File: src/hdl/kch_pkg.sv
// kch_pkg: shared types and constants for the k-mer count histogram
// no dependencies
`timescale 1ns / 1ps
`default_nettype none

package kch_pkg;

    localparam int unsigned INDEX_WIDTH = 16;
    localparam int unsigned VALUE_WIDTH = 16;

    localparam logic [1:0] KIND_NUC   = 2'd0;
    localparam logic [1:0] KIND_END   = 2'd1;
    localparam logic [1:0] KIND_QUERY = 2'd2;

    localparam logic [7:0] CHAR_A_UP = 8'h41;
    localparam logic [7:0] CHAR_C_UP = 8'h43;
    localparam logic [7:0] CHAR_G_UP = 8'h47;
    localparam logic [7:0] CHAR_T_UP = 8'h54;
    localparam logic [7:0] CHAR_A_LO = 8'h61;
    localparam logic [7:0] CHAR_C_LO = 8'h63;
    localparam logic [7:0] CHAR_G_LO = 8'h67;
    localparam logic [7:0] CHAR_T_LO = 8'h74;

    localparam logic [1:0] SYM_A = 2'd0;
    localparam logic [1:0] SYM_C = 2'd1;
    localparam logic [1:0] SYM_G = 2'd2;
    localparam logic [1:0] SYM_T = 2'd3;

    localparam logic STATUS_ANSWER = 1'b0;
    localparam logic STATUS_ERROR  = 1'b1;

    typedef enum logic [1:0] {
        OP_NONE,
        OP_INC,
        OP_QUERY,
        OP_ERROR
    } kch_op_t;

    typedef struct packed {
        logic [1:0]             kind;
        logic [7:0]             nucleotide_char;
        logic [INDEX_WIDTH-1:0] query_index;
    } kch_in_t;

    typedef struct packed {
        logic                   status;
        logic [VALUE_WIDTH-1:0] count;
    } kch_out_t;

    typedef struct packed {
        kch_op_t                op;
        logic [INDEX_WIDTH-1:0] addr;
    } kch_req_t;

    typedef struct packed {
        logic     valid;
        kch_out_t data;
    } kch_res_t;

endpackage

`default_nettype wire

File: src/hdl/kch_window.sv
// kch_window: nucleotide decode and sliding k-mer window, builds table requests
// depends on kch_pkg
`timescale 1ns / 1ps
`default_nettype none

module kch_window #(
    parameter int unsigned K = 8
) (
    input  wire logic             clk,
    input  wire logic             rst_n,
    input  wire kch_pkg::kch_in_t item,
    input  wire logic             fire,
    output kch_pkg::kch_req_t     req
);
    import kch_pkg::*;

    localparam int unsigned KMER_BITS = 2 * K;
    localparam int unsigned SEEN_W    = $clog2(K + 1);

    logic [KMER_BITS-1:0] kmer_reg;
    logic [KMER_BITS-1:0] kmer_next;
    logic [SEEN_W-1:0]    seen_reg;
    logic [SEEN_W-1:0]    seen_next;
    logic [1:0]           sym;
    logic                 sym_ok;
    logic [KMER_BITS+1:0] shifted;
    logic [KMER_BITS-1:0] kmer_new;
    logic                 full;

    always_comb
    begin
        sym    = SYM_A;
        sym_ok = 1'b1;
        unique case (item.nucleotide_char) inside
            CHAR_A_UP, CHAR_A_LO: sym = SYM_A;
            CHAR_C_UP, CHAR_C_LO: sym = SYM_C;
            CHAR_G_UP, CHAR_G_LO: sym = SYM_G;
            CHAR_T_UP, CHAR_T_LO: sym = SYM_T;
            default:              sym_ok = 1'b0;
        endcase
    end

    assign shifted  = {kmer_reg, sym};
    assign kmer_new = shifted[KMER_BITS-1:0];
    assign full     = (seen_reg == SEEN_W'(K - 1));

    always_comb
    begin
        kmer_next = kmer_reg;
        seen_next = seen_reg;
        req.op    = OP_NONE;
        req.addr  = INDEX_WIDTH'(kmer_new);
        unique case (item.kind)
            KIND_NUC:
            begin
                if (!sym_ok)
                begin
                    req.op    = OP_ERROR;
                    kmer_next = '0;
                    seen_next = '0;
                end
                else
                begin
                    kmer_next = kmer_new;
                    if (full)
                    begin
                        req.op = OP_INC;
                    end
                    else
                    begin
                        seen_next = seen_reg + 1'b1;
                    end
                end
            end
            KIND_END:
            begin
                kmer_next = '0;
                seen_next = '0;
            end
            KIND_QUERY:
            begin
                req.op   = OP_QUERY;
                req.addr = item.query_index;
            end
            default:
            begin
                req.op = OP_NONE;
            end
        endcase
    end

    always_ff @(posedge clk or negedge rst_n)
    begin
        if (!rst_n)
        begin
            kmer_reg <= '0;
            seen_reg <= '0;
        end
        else if (fire)
        begin
            kmer_reg <= kmer_next;
            seen_reg <= seen_next;
        end
    end

endmodule

`default_nettype wire

File: config.mk
export PLATFORM = sky130hd
export DESIGN_NAME = kch_window
export DESIGN_NICKNAME = d
export VERILOG_FILES = /design/src/hdl/kch_pkg.sv /design/src/hdl/kch_window.sv
export SDC_FILE = /design/constraint.sdc
export NUM_CORES = 1
export LEC_CHECK = 0
export BUFFER_PORTS_ARGS = -buffer_cell sky130_fd_sc_hd__buf_2
export CORE_ASPECT_RATIO = 1.4
export CORE_MARGIN = 2
export CORE_UTILIZATION = 42
export CTS_CLUSTER_SIZE = 14
export DETAILED_ROUTE_END_ITERATION = 10
export PLACE_DENSITY_LB_ADDON = 0.25
export SETUP_SLACK_MARGIN = 0.15
export SYNTH_ARGS = -nofsm -noshare
export SYNTH_HDL_FRONTEND = slang
export SYNTH_SLANG_ARGS = --single-unit
File: constraint.sdc
create_clock -name clk -period 1.77 [get_ports clk]
set_input_delay 0.531 -clock clk [delete_from_list [all_inputs] [get_ports clk]]
set_output_delay 0.531 -clock clk [all_outputs]
set_load 0.03 [all_outputs]
Word-level counts from Yosys, hierarchy flattened
Index checks and enable logic that the tools add are counted.
- bits in registers: 18
- bits of input ports: 29
- output and inout port bits: 18
- logic and storage cells: 34
- eq/ne operators: 12
- $add $sub $neg: 1
- muxes and demuxes: 11
- reductions and logical operators: 8
- operators by type and width (cell ; number):
    equality test 8 x 7 -> 1 bit (second input constant) ; 8
    case mux 14 bit (2 select lines) ; 1
    two-way mux 16 bit ; 1
    two-way mux 14 bit ; 1
    two-way mux 4 bit ; 2
    case mux 4 bit (2 select lines) ; 1
    OR reduction 8 bit ; 1
    case mux 2 bit (3 select lines) ; 1
    OR reduction 2 bit ; 3
    adder 4 x 1 -> 4 bit (second input constant) ; 1
    equality test 4 x 3 -> 1 bit (second input constant) ; 1
    case mux 2 bit (2 select lines) ; 1
    != test 3 bit (second input constant) ; 1
    AND reduction 3 bit ; 1
    equality test 2 x 1 -> 1 bit (second input constant) ; 1
    equality test 2 bit (second input constant) ; 1
    zero test 2 bit ; 1
    two-way mux 1 bit ; 2
    two-way mux 2 bit ; 1
    AND reduction 2 bit ; 1
    nonzero test 2 bit ; 1

Depth between registers and ports, before layout
Gate-level depths: netlist (run 1).
- depth after elaboration: 5
- mapped depth: 5
- mapped depth without buffers: 5

Least setup slack after synthesis (run 1)
Ideal clock, no wire load.
- kind: input to output
- from: input item[18] (netlist name)
- to: output req[16] (netlist name)
- arrival time: 1.734 ns
- slack: -0.495 ns
- cell stages on the path: 4
- data required time: 1.239 ns
- buffers on the path: 0
- cells stage by stage: or2b_1 a31oi_4 nor3_1 nor3_1
- RTL lines (item ; line ; text):
    start: declaration ; kch_window.sv:11 ; input wire kch_pkg::kch_in_t item,
    end: declaration ; kch_window.sv:13 ; output kch_pkg::kch_req_t req

==> flow_summary.html, run 1 <==
<table>
<tr><th>Metric</th><th>Value</th></tr>
<tr><th colspan="2">Worst setup path</th></tr>
<tr><td>Sort of element at the end of the critical path</td><td>output pin</td></tr>
<tr><td>Top delay family on crit path</td><td>simple AND/OR/NAND/NOR gates</td></tr>
<tr><td>Data required, critical path</td><td>1.24 ns</td></tr>
<tr><td>List of cells traversed by the critical path</td><td>buf_6, or3b_4, nor3_4, nor3_4, buf_6</td></tr>
<tr><td>Critical Path Stages</td><td>5</td></tr>
<tr><td>End of the worst register-to-register path</td><td>seen_reg[3]$_DFFE_PN0P_</td></tr>
<tr><td>Crit. Startpoint</td><td>item[23]</td></tr>
<tr><td>Crit path DAT</td><td>1.50 ns</td></tr>
<tr><td>Kind of start point of the critical path</td><td>input port</td></tr>
<tr><td>Critical path class</td><td>in2out</td></tr>
<tr><td>Crit path largest cell delay</td><td>0.43 ns</td></tr>
<tr><td>Slowest stage cell on the critical path</td><td>or3b_4</td></tr>
<tr><td>Crit-path max FO</td><td>3</td></tr>
<tr><td>Crit path to</td><td>req[16]</td></tr>
<tr><td>Depth of the most critical reg-to-reg path</td><td>5</td></tr>
<tr><td>Register-to-Register Setup Slack</td><td>0.17 ns</td></tr>
<tr><td>Startpoint of the worst register-to-register path</td><td>seen_reg[1]$_DFFE_PN0P_</td></tr>
<tr><td>Buffers and inverters on the worst path</td><td>2</td></tr>
<tr><th colspan="2">STA</th></tr>
<tr><td>Final-report max-slew violation count</td><td>0</td></tr>
<tr><td>Headroom to the max-slew limit</td><td>72.9%</td></tr>
<tr><td>Final worst-path cycle share</td><td>115%</td></tr>
<tr><td>Smallest hold slack</td><td>0.160 ns</td></tr>
<tr><td>Tightest Pin Transition</td><td>0.407 ns</td></tr>
<tr><td>Final min period</td><td>2.03 ns</td></tr>
<tr><td>Final setup slack of the worst path</td><td>-0.260 ns</td></tr>
<tr><td>Timing-limited maximum frequency</td><td>0.493 GHz</td></tr>
<tr><td>Final count of negative-setup-slack endpoints</td><td>18</td></tr>
<tr><td>Endpoints failing hold</td><td>0</td></tr>
<tr><td>Setup Skew</td><td>0.00138 ns</td></tr>
<tr><td>RSZ-0062 raised after global routing</td><td>yes</td></tr>
<tr><th colspan="2">CTS</th></tr>
<tr><td>Largest buffer count on any clock path</td><td>2</td></tr>
<tr><td>Clock transition at path regs</td><td>0.10 ns</td></tr>
<tr><td>Hold-fix buffer count after cts</td><td>0</td></tr>
<tr><td>Root Buffer</td><td>clkbuf_4</td></tr>
<tr><td>CTS tree</td><td>yes</td></tr>
<tr><td>Number of levels in the clock H-tree</td><td>1</td></tr>
<tr><td>CTS Buf Count</td><td>3</td></tr>
<tr><td>Clock Latency Late Sink</td><td>0.28 ns</td></tr>
<tr><td>Clock sinks</td><td>18</td></tr>
<tr><th colspan="2">Global routing</th></tr>
<tr><td>Busiest layer in global routing</td><td>met2</td></tr>
<tr><td>Met2 GRT Util</td><td>45.5%</td></tr>
<tr><td>Maximum number of pins on one net before global-route repair</td><td>21</td></tr>
<tr><td>GRT Resource Usage Total</td><td>24.9%</td></tr>
<tr><td>Met1 GRT Util</td><td>27.7%</td></tr>
<tr><td>Routing usage on met3</td><td>2.54%</td></tr>
<tr><td>Global-route wire length before repair</td><td>5500 microns</td></tr>
<tr><td>Overflow after GRT</td><td>0</td></tr>
<tr><td>Antenna violations before repair</td><td>0</td></tr>
<tr><td>Via count of the first global-routing pass</td><td>1,237</td></tr>
<tr><th colspan="2">Placement</th></tr>
<tr><td>DP Wirelength</td><td>2130 microns</td></tr>
<tr><td>Number of port buffers</td><td>45</td></tr>
<tr><td>Placement-stage cell area</td><td>1580 sq um</td></tr>
<tr><td>Routability congestion estimate from global placement</td><td>0.736</td></tr>
<tr><th colspan="2">Synthesis</th></tr>
<tr><td>Cells after synthesis</td><td>101</td></tr>
<tr><td>Share of Yosys cell area claimed by the top area cell type</td><td>41.7%</td></tr>
<tr><td>Async set-or-reset flop fraction in the synthesized netlist</td><td>100%</td></tr>
<tr><td>Distinct cell type count of the synthesized netlist</td><td>34</td></tr>
<tr><td>Nets in the synthesized netlist</td><td>131</td></tr>
<tr><td>Total number of yosys warnings</td><td>0</td></tr>
<tr><td>Syn avg cell area</td><td>10.7 sq um</td></tr>
<tr><td>Post-synth EDFFs</td><td>0</td></tr>
<tr><td>Synthesized area</td><td>1080 sq um</td></tr>
<tr><td>Number of synthesized register bits</td><td>18</td></tr>
<tr><td>Largest area contributor in the netlist</td><td>dfrtp_1</td></tr>
<tr><td>Top_reg_cell synth</td><td>dfrtp_1</td></tr>
<tr><td>Sequential element share of the synthesized area</td><td>41.7%</td></tr>
<tr><td>Most area-consuming cells after synthesis</td><td>dfrtp_1 42%, mux2_2 15%, a22o_1 9.7%</td></tr>
<tr><th colspan="2">Die</th></tr>
<tr><td>Placeable core region</td><td>2420 sq um</td></tr>
<tr><td>Die width</td><td>46.9 microns</td></tr>
<tr><td>Die ar.</td><td>3000 sq um</td></tr>
<tr><td>Vertical extent of the die</td><td>64.0 microns</td></tr>
<tr><td>Total number of placement rows</td><td>21</td></tr>
<tr><td>Number of ports placed on the die boundary</td><td>47</td></tr>
<tr><td>Initial Util</td><td>44.7%</td></tr>
<tr><th colspan="2">Routing</th></tr>
<tr><td>Final wirelength</td><td>3470 microns</td></tr>
<tr><td>Drc violations</td><td>0</td></tr>
<tr><td>Average routed wire per standard cell</td><td>16.9 microns</td></tr>
<tr><td>DRC marker count from the first detailed-route iteration</td><td>51</td></tr>
<tr><td>Number of detailed-route iterations in the first pass</td><td>4</td></tr>
<tr><td>Final ANT Viol Nets</td><td>0</td></tr>
<tr><td>Vias per cell</td><td>5.67</td></tr>
<tr><td>Routed via count</td><td>1,163</td></tr>
<tr><th colspan="2">Finish</th></tr>
<tr><td>Most common library cell in the layout ignoring fill and taps</td><td>buf_6</td></tr>
<tr><td>Net count of the finished layout</td><td>203</td></tr>
<tr><td>Antenna fix cells</td><td>0</td></tr>
<tr><td>Post-Route Utilization</td><td>79.0%</td></tr>
<tr><td>Layout Cell Area excl Fill</td><td>1910 sq um</td></tr>
<tr><td>Flip-flop count of the largest register, all copies and words added</td><td>14</td></tr>
<tr><td>Layout Area Growth over Synthesis</td><td>76.8%</td></tr>
<tr><td>Fraction of final layout cells with drive strength greater than 1</td><td>64.9%</td></tr>
<tr><td>Most used cells in the layout excluding fill and tap cells</td><td>27 x buf_6, 21 x buf_2, 19 x buf_4</td></tr>
<tr><td>Number of fill cells</td><td>162</td></tr>
<tr><th colspan="2">Hold path</th></tr>
<tr><td>Worst hold-check path type</td><td>in2async</td></tr>
<tr><th colspan="2">Power</th></tr>
<tr><td>PnR Total Power</td><td>895 uW</td></tr>
<tr><td>Total power divided by cell area</td><td>469 nW/um^2</td></tr>
<tr><td>Leakage power figure</td><td>0.000910 uW</td></tr>
<tr><td>VDD IR-drop max</td><td>343 uV</td></tr>
<tr><th colspan="2">Outcome</th></tr>
<tr><td>Result of the run</td><td>finished with violations</td></tr>
<tr><td>Violated checks</td><td>setup timing</td></tr>
<tr><th colspan="2">Flow run</th></tr>
<tr><td>Number of violations of the max-capacitance limit</td><td>0</td></tr>
</table>
[report_power, final]
group          switching (uW)  internal, uW  leakage, uW
combinational             135           150     0.000645
sequential              0.389           411     0.000252
clock                     119          79.0    0.0000138
[metrics by stage]
stage               setup TNS (ns)  worst slack, ns  instances
floorplan                   -0.991           -0.138        101
global placement             -6.39           -0.379        195
detailed placement           -7.15           -0.432        195
CTS                          -3.89           -0.288        202
global route                 -4.51           -0.311        205
finish                       -4.14           -0.260        205
[metal layers]
layer	share of wire, %	up-vias	wire length, microns
li1	-	528	-
met4	0.78	0	27
met5	0	-	0
met2	60	46	2070
met3	5.0	2	173
met1	35	587	1210
[how the worst min path moves through the flow]
stage	startpoint	to	slack, ns	cells past startpoint
after floorplan	rst_n	kmer_reg[0]$_DFFE_PN0P_	0.24	0
after CTS	rst_n	kmer_reg[12]$_DFFE_PN0P_	0.16	1
final	rst_n	kmer_reg[6]$_DFFE_PN0P_	0.16	1
after global placement	rst_n	kmer_reg[6]$_DFFE_PN0P_	0.47	1
after detailed placement	rst_n	kmer_reg[8]$_DFFE_PN0P_	0.48	1
after global routing	rst_n	kmer_reg[12]$_DFFE_PN0P_	0.18	1
[cells in the mapped netlist (all sizes together) (3+ instances only)]
master,n
dfrtp,18
nor3,4
nor2,4
nand2,7
mux2,14
a21oi,3
nand3,5
buf,3
a22o,12
o21ai,7
[cell families (layout without fill, tap and decap cells)]
kind of cell	count (synthesis)	count (layout)	share of synthesized area, %
flops	18	18	41.7
buf+inv	7	76	3.59
compound gates	29	29	20.9
simple gates	32	33	18.1
mux	14	14	14.6
fa+ha+maj	1	1	1.16
[layout make-up]
cell class	instances	area (sq um)	area share, %
clock buffer	3	22.5	1.18
inverter	2	7.51	0.393
multi-input combinational	77	752	39.4
sequential	18	450	23.6
tap	34	42.5	2.23
timing repair buffer	71	634	33.2
[timing repair]
item / 4_1_cts / 5_1_grt
buffers inserted: 3 / 2
resized for setup: 55 / 5
pin swaps: 9 / 6
cloned: 1 / 1
hold endpoints to repair: 0 / 0
endpoints found under the setup margin: 31 / 31
Note: power is estimated with default switching activity, not from simulation.
==> inputs of run 2 (changes only) <==
==> constraint.sdc (replaced) <==
create_clock -name clk -period 1.77 [get_ports clk]
set_input_delay 0.531 -clock clk [delete_from_list [all_inputs] [get_ports clk]]
set_output_delay 0.531 -clock clk [all_outputs]
set_load 0.01 [all_outputs]
==> run 2 against run 1 <==
  * The run still ends with setup timing left
  * Worst setup slack gained 0.077 ns
  * Sequential share of layout area grew 1.2 points
  * First-iteration DRC count shrank 49%
  * Clock power grew 28%
  * Wire length shrank 17%
  * Core utilization shrank 3.8 points
  * Flip-flop and latch count is the same
  * Non-clock buffer count shrank 6
  * Via count shrank 8.0%
  * Register-to-register slack gained 0.07 ns
  * Count of clock-buffer cells in the layout grew 1
  * Design area shrank 4.8%
  * Critical path type unchanged
==> flow_summary.html, run 2 (synthesized netlist as in run 1, its figures left out) <==
<table>
<tr><th>Metric</th><th>Value</th></tr>
<tr><th colspan="2">Outcome</th></tr>
<tr><td>Result of the run</td><td>finished with violations</td></tr>
<tr><td>Violated checks</td><td>setup timing</td></tr>
<tr><th colspan="2">Power</th></tr>
<tr><td>Logic gate share of total power</td><td>25.2%</td></tr>
<tr><td>Clock Power Share</td><td>28.5%</td></tr>
<tr><td>Part of the total power dissipated in sequential elements</td><td>46.2%</td></tr>
<tr><td>Internal power component</td><td>666 uW</td></tr>
<tr><td>VDD IR-drop max</td><td>346 uV</td></tr>
<tr><td>Leakage power figure</td><td>0.000887 uW</td></tr>
<tr><td>Total power divided by cell area</td><td>491 nW/um^2</td></tr>
<tr><td>Net switching share of the total power</td><td>25.3%</td></tr>
<tr><td>Power dissipated by switching net loads</td><td>225 uW</td></tr>
<tr><th colspan="2">STA</th></tr>
<tr><td>Smallest hold slack</td><td>0.139 ns</td></tr>
<tr><td>Headroom to the max-slew limit</td><td>73.4%</td></tr>
<tr><td>Tightest Pin Transition</td><td>0.399 ns</td></tr>
<tr><td>Timing-limited maximum frequency</td><td>0.512 GHz</td></tr>
<tr><td>Endpoints failing hold</td><td>0</td></tr>
<tr><td>Final count of negative-setup-slack endpoints</td><td>18</td></tr>
<tr><td>Final setup slack of the worst path</td><td>-0.184 ns</td></tr>
<tr><td>Setup Skew</td><td>0.00649 ns</td></tr>
<tr><td>Final min period</td><td>1.95 ns</td></tr>
<tr><td>RSZ-0062 raised after global routing</td><td>yes</td></tr>
<tr><td>Final-report max-slew violation count</td><td>0</td></tr>
<tr><td>Final worst-path cycle share</td><td>110%</td></tr>
<tr><th colspan="2">Placement</th></tr>
<tr><td>Number of port buffers</td><td>45</td></tr>
<tr><td>DP Wirelength</td><td>2100 microns</td></tr>
<tr><td>Placed instance count</td><td>192</td></tr>
<tr><td>Routability congestion estimate from global placement</td><td>0.697</td></tr>
<tr><th colspan="2">Worst setup path</th></tr>
<tr><td>Sort of element at the end of the critical path</td><td>output pin</td></tr>
<tr><td>Startpoint of the worst register-to-register path</td><td>seen_reg[0]$_DFFE_PN0P_</td></tr>
<tr><td>Depth of the most critical reg-to-reg path</td><td>5</td></tr>
<tr><td>Critical path class</td><td>in2out</td></tr>
<tr><td>Kind of start point of the critical path</td><td>input port</td></tr>
<tr><td>Crit-path max FO</td><td>3</td></tr>
<tr><td>Data required, critical path</td><td>1.24 ns</td></tr>
<tr><td>End of the worst register-to-register path</td><td>seen_reg[3]$_DFFE_PN0P_</td></tr>
<tr><td>Register-to-Register Setup Slack</td><td>0.24 ns</td></tr>
<tr><td>Crit path DAT</td><td>1.42 ns</td></tr>
<tr><th colspan="2">Finish</th></tr>
<tr><td>Most common library cell in the layout ignoring fill and taps</td><td>buf_2</td></tr>
<tr><td>Number of fill cells</td><td>171</td></tr>
<tr><td>Number of cells in the finished layout apart from fillers</td><td>199</td></tr>
<tr><td>Net count of the finished layout</td><td>196</td></tr>
<tr><td>Register area</td><td>450 sq um</td></tr>
<tr><td>Most used cells in the layout excluding fill and tap cells</td><td>23 x buf_2, 22 x buf_6, 18 x dfrtp_1</td></tr>
<tr><td>Multi-input gate area in the final layout</td><td>739 sq um</td></tr>
<tr><td>Flip-flop count of the largest register, all copies and words added</td><td>14</td></tr>
<tr><td>Fraction of final layout cells with drive strength greater than 1</td><td>63.6%</td></tr>
<tr><td>Layout Area Growth over Synthesis</td><td>68.3%</td></tr>
<tr><td>Antenna fix cells</td><td>0</td></tr>
<tr><th colspan="2">Global routing</th></tr>
<tr><td>Antenna violations before repair</td><td>0</td></tr>
<tr><td>Global-route wire length before repair</td><td>4790 microns</td></tr>
<tr><td>Overflow after GRT</td><td>0</td></tr>
<tr><td>Maximum number of pins on one net before global-route repair</td><td>21</td></tr>
<tr><td>GRT Resource Usage Total</td><td>21.9%</td></tr>
<tr><td>Via count of the first global-routing pass</td><td>1,091</td></tr>
<tr><th colspan="2">Die</th></tr>
<tr><td>Number of ports placed on the die boundary</td><td>47</td></tr>
<tr><td>Initial Util</td><td>44.7%</td></tr>
<tr><td>Vertical extent of the die</td><td>64.0 microns</td></tr>
<tr><td>Placeable core region</td><td>2420 sq um</td></tr>
<tr><td>Die width</td><td>46.9 microns</td></tr>
<tr><td>Die ar.</td><td>3000 sq um</td></tr>
<tr><td>Total number of placement rows</td><td>21</td></tr>
<tr><th colspan="2">CTS</th></tr>
<tr><td>Largest buffer count on any clock path</td><td>2</td></tr>
<tr><td>Clock transition at path regs</td><td>0.11 ns</td></tr>
<tr><td>CTS tree</td><td>yes</td></tr>
<tr><td>Clock sinks</td><td>18</td></tr>
<tr><td>Root Buffer</td><td>clkbuf_4</td></tr>
<tr><td>Hold-fix buffer count after cts</td><td>0</td></tr>
<tr><td>CTS Buf Count</td><td>3</td></tr>
<tr><td>Clock Latency Late Sink</td><td>0.30 ns</td></tr>
<tr><td>Number of levels in the clock H-tree</td><td>1</td></tr>
<tr><th colspan="2">Routing</th></tr>
<tr><td>Average routed wire per standard cell</td><td>14.5 microns</td></tr>
<tr><td>Final wirelength</td><td>2900 microns</td></tr>
<tr><td>Final ANT Viol Nets</td><td>0</td></tr>
<tr><td>Vias per cell</td><td>5.38</td></tr>
<tr><td>Number of detailed-route iterations in the first pass</td><td>4</td></tr>
<tr><td>DRC marker count from the first detailed-route iteration</td><td>26</td></tr>
<tr><td>Routed via count</td><td>1,070</td></tr>
<tr><td>Drc violations</td><td>0</td></tr>
<tr><th colspan="2">Hold path</th></tr>
<tr><td>Worst hold-check path type</td><td>in2async</td></tr>
<tr><th colspan="2">Flow run</th></tr>
<tr><td>Number of violations of the max-capacitance limit</td><td>0</td></tr>
</table>
run 2: changes by cell type in the layout (fill, tap and decap cells not counted), moves of 2 or more:
cell | before | now
nor3_2 | 1 | 3
nor3_4 | 2 | 0
buf_6 | 27 | 22
buf_2 | 21 | 23
o21ai_2 | 3 | 5
buf_4 | 19 | 17
run 2: layer usage:
layer / wire length [microns] / global-route usage [%]
met1: 1100 / 25.0
met2: 1630 / 39.9
met3: 134 / 3.11
met4: 32 / 6.25
met5: 0 / 0
run 2: worst max-delay path by stage:
stage | endpoint | slack, ns | depth (start not counted) | start
floorplan | req[16] | -0.03 | 4 | item[18]
global placement | req[7] | -0.24 | 5 | item[25]
detailed placement | req[7] | -0.27 | 5 | item[24]
CTS | req[16] | -0.18 | 5 | item[23]
global route | req[16] | -0.26 | 6 | item[17]
finish | req[16] | -0.18 | 5 | item[23]
run 2: power by group through the flow:
stage	sequential, uW	combinational [uW]	clock (uW)
floorplan	420	82.0	0
global placement	420	168	0
detailed placement	420	174	0
CTS	412	217	262
global route	412	241	287
finish	412	225	254
run 2: what timing repair did:
item	in CTS	in global routing
gates cloned	0	0
setup endpoints to repair	19	21
pin swaps	8	6
gates resized for setup	38	9
buffers inserted	1	2
run 2: critical path, cell delays in order:
cell and delay (ns):
buf_6 0.10, or3b_4 0.41, nor3_2 0.20, nor3_2 0.05, buf_2 0.13
run 2: final cells by class:
cell class              instances  area share [%]
multi-input cells              76            40.7
repair buffers                 65            29.8
flip-flops and latches         18            24.8
well taps                      34            2.34
clock buffers                   4            2.00
inverters                       2           0.413
run 2: metrics by stage:
step / area, sq um / total power, uW / util [%] / setup WS (ns) / setup TNS [ns]
final: 1820 / 891 / 75.2 / -0.184 / -2.42
after detailed placement: 1520 / 594 / 63.0 / -0.272 / -5.89
after CTS: 1760 / 891 / 72.8 / -0.182 / -2.50
after floorplan: 1150 / 502 / - / -0.0284 / -0.191
after global placement: 1520 / 588 / 63.0 / -0.244 / -5.43
after global routing: 1820 / 941 / 75.2 / -0.260 / -2.84
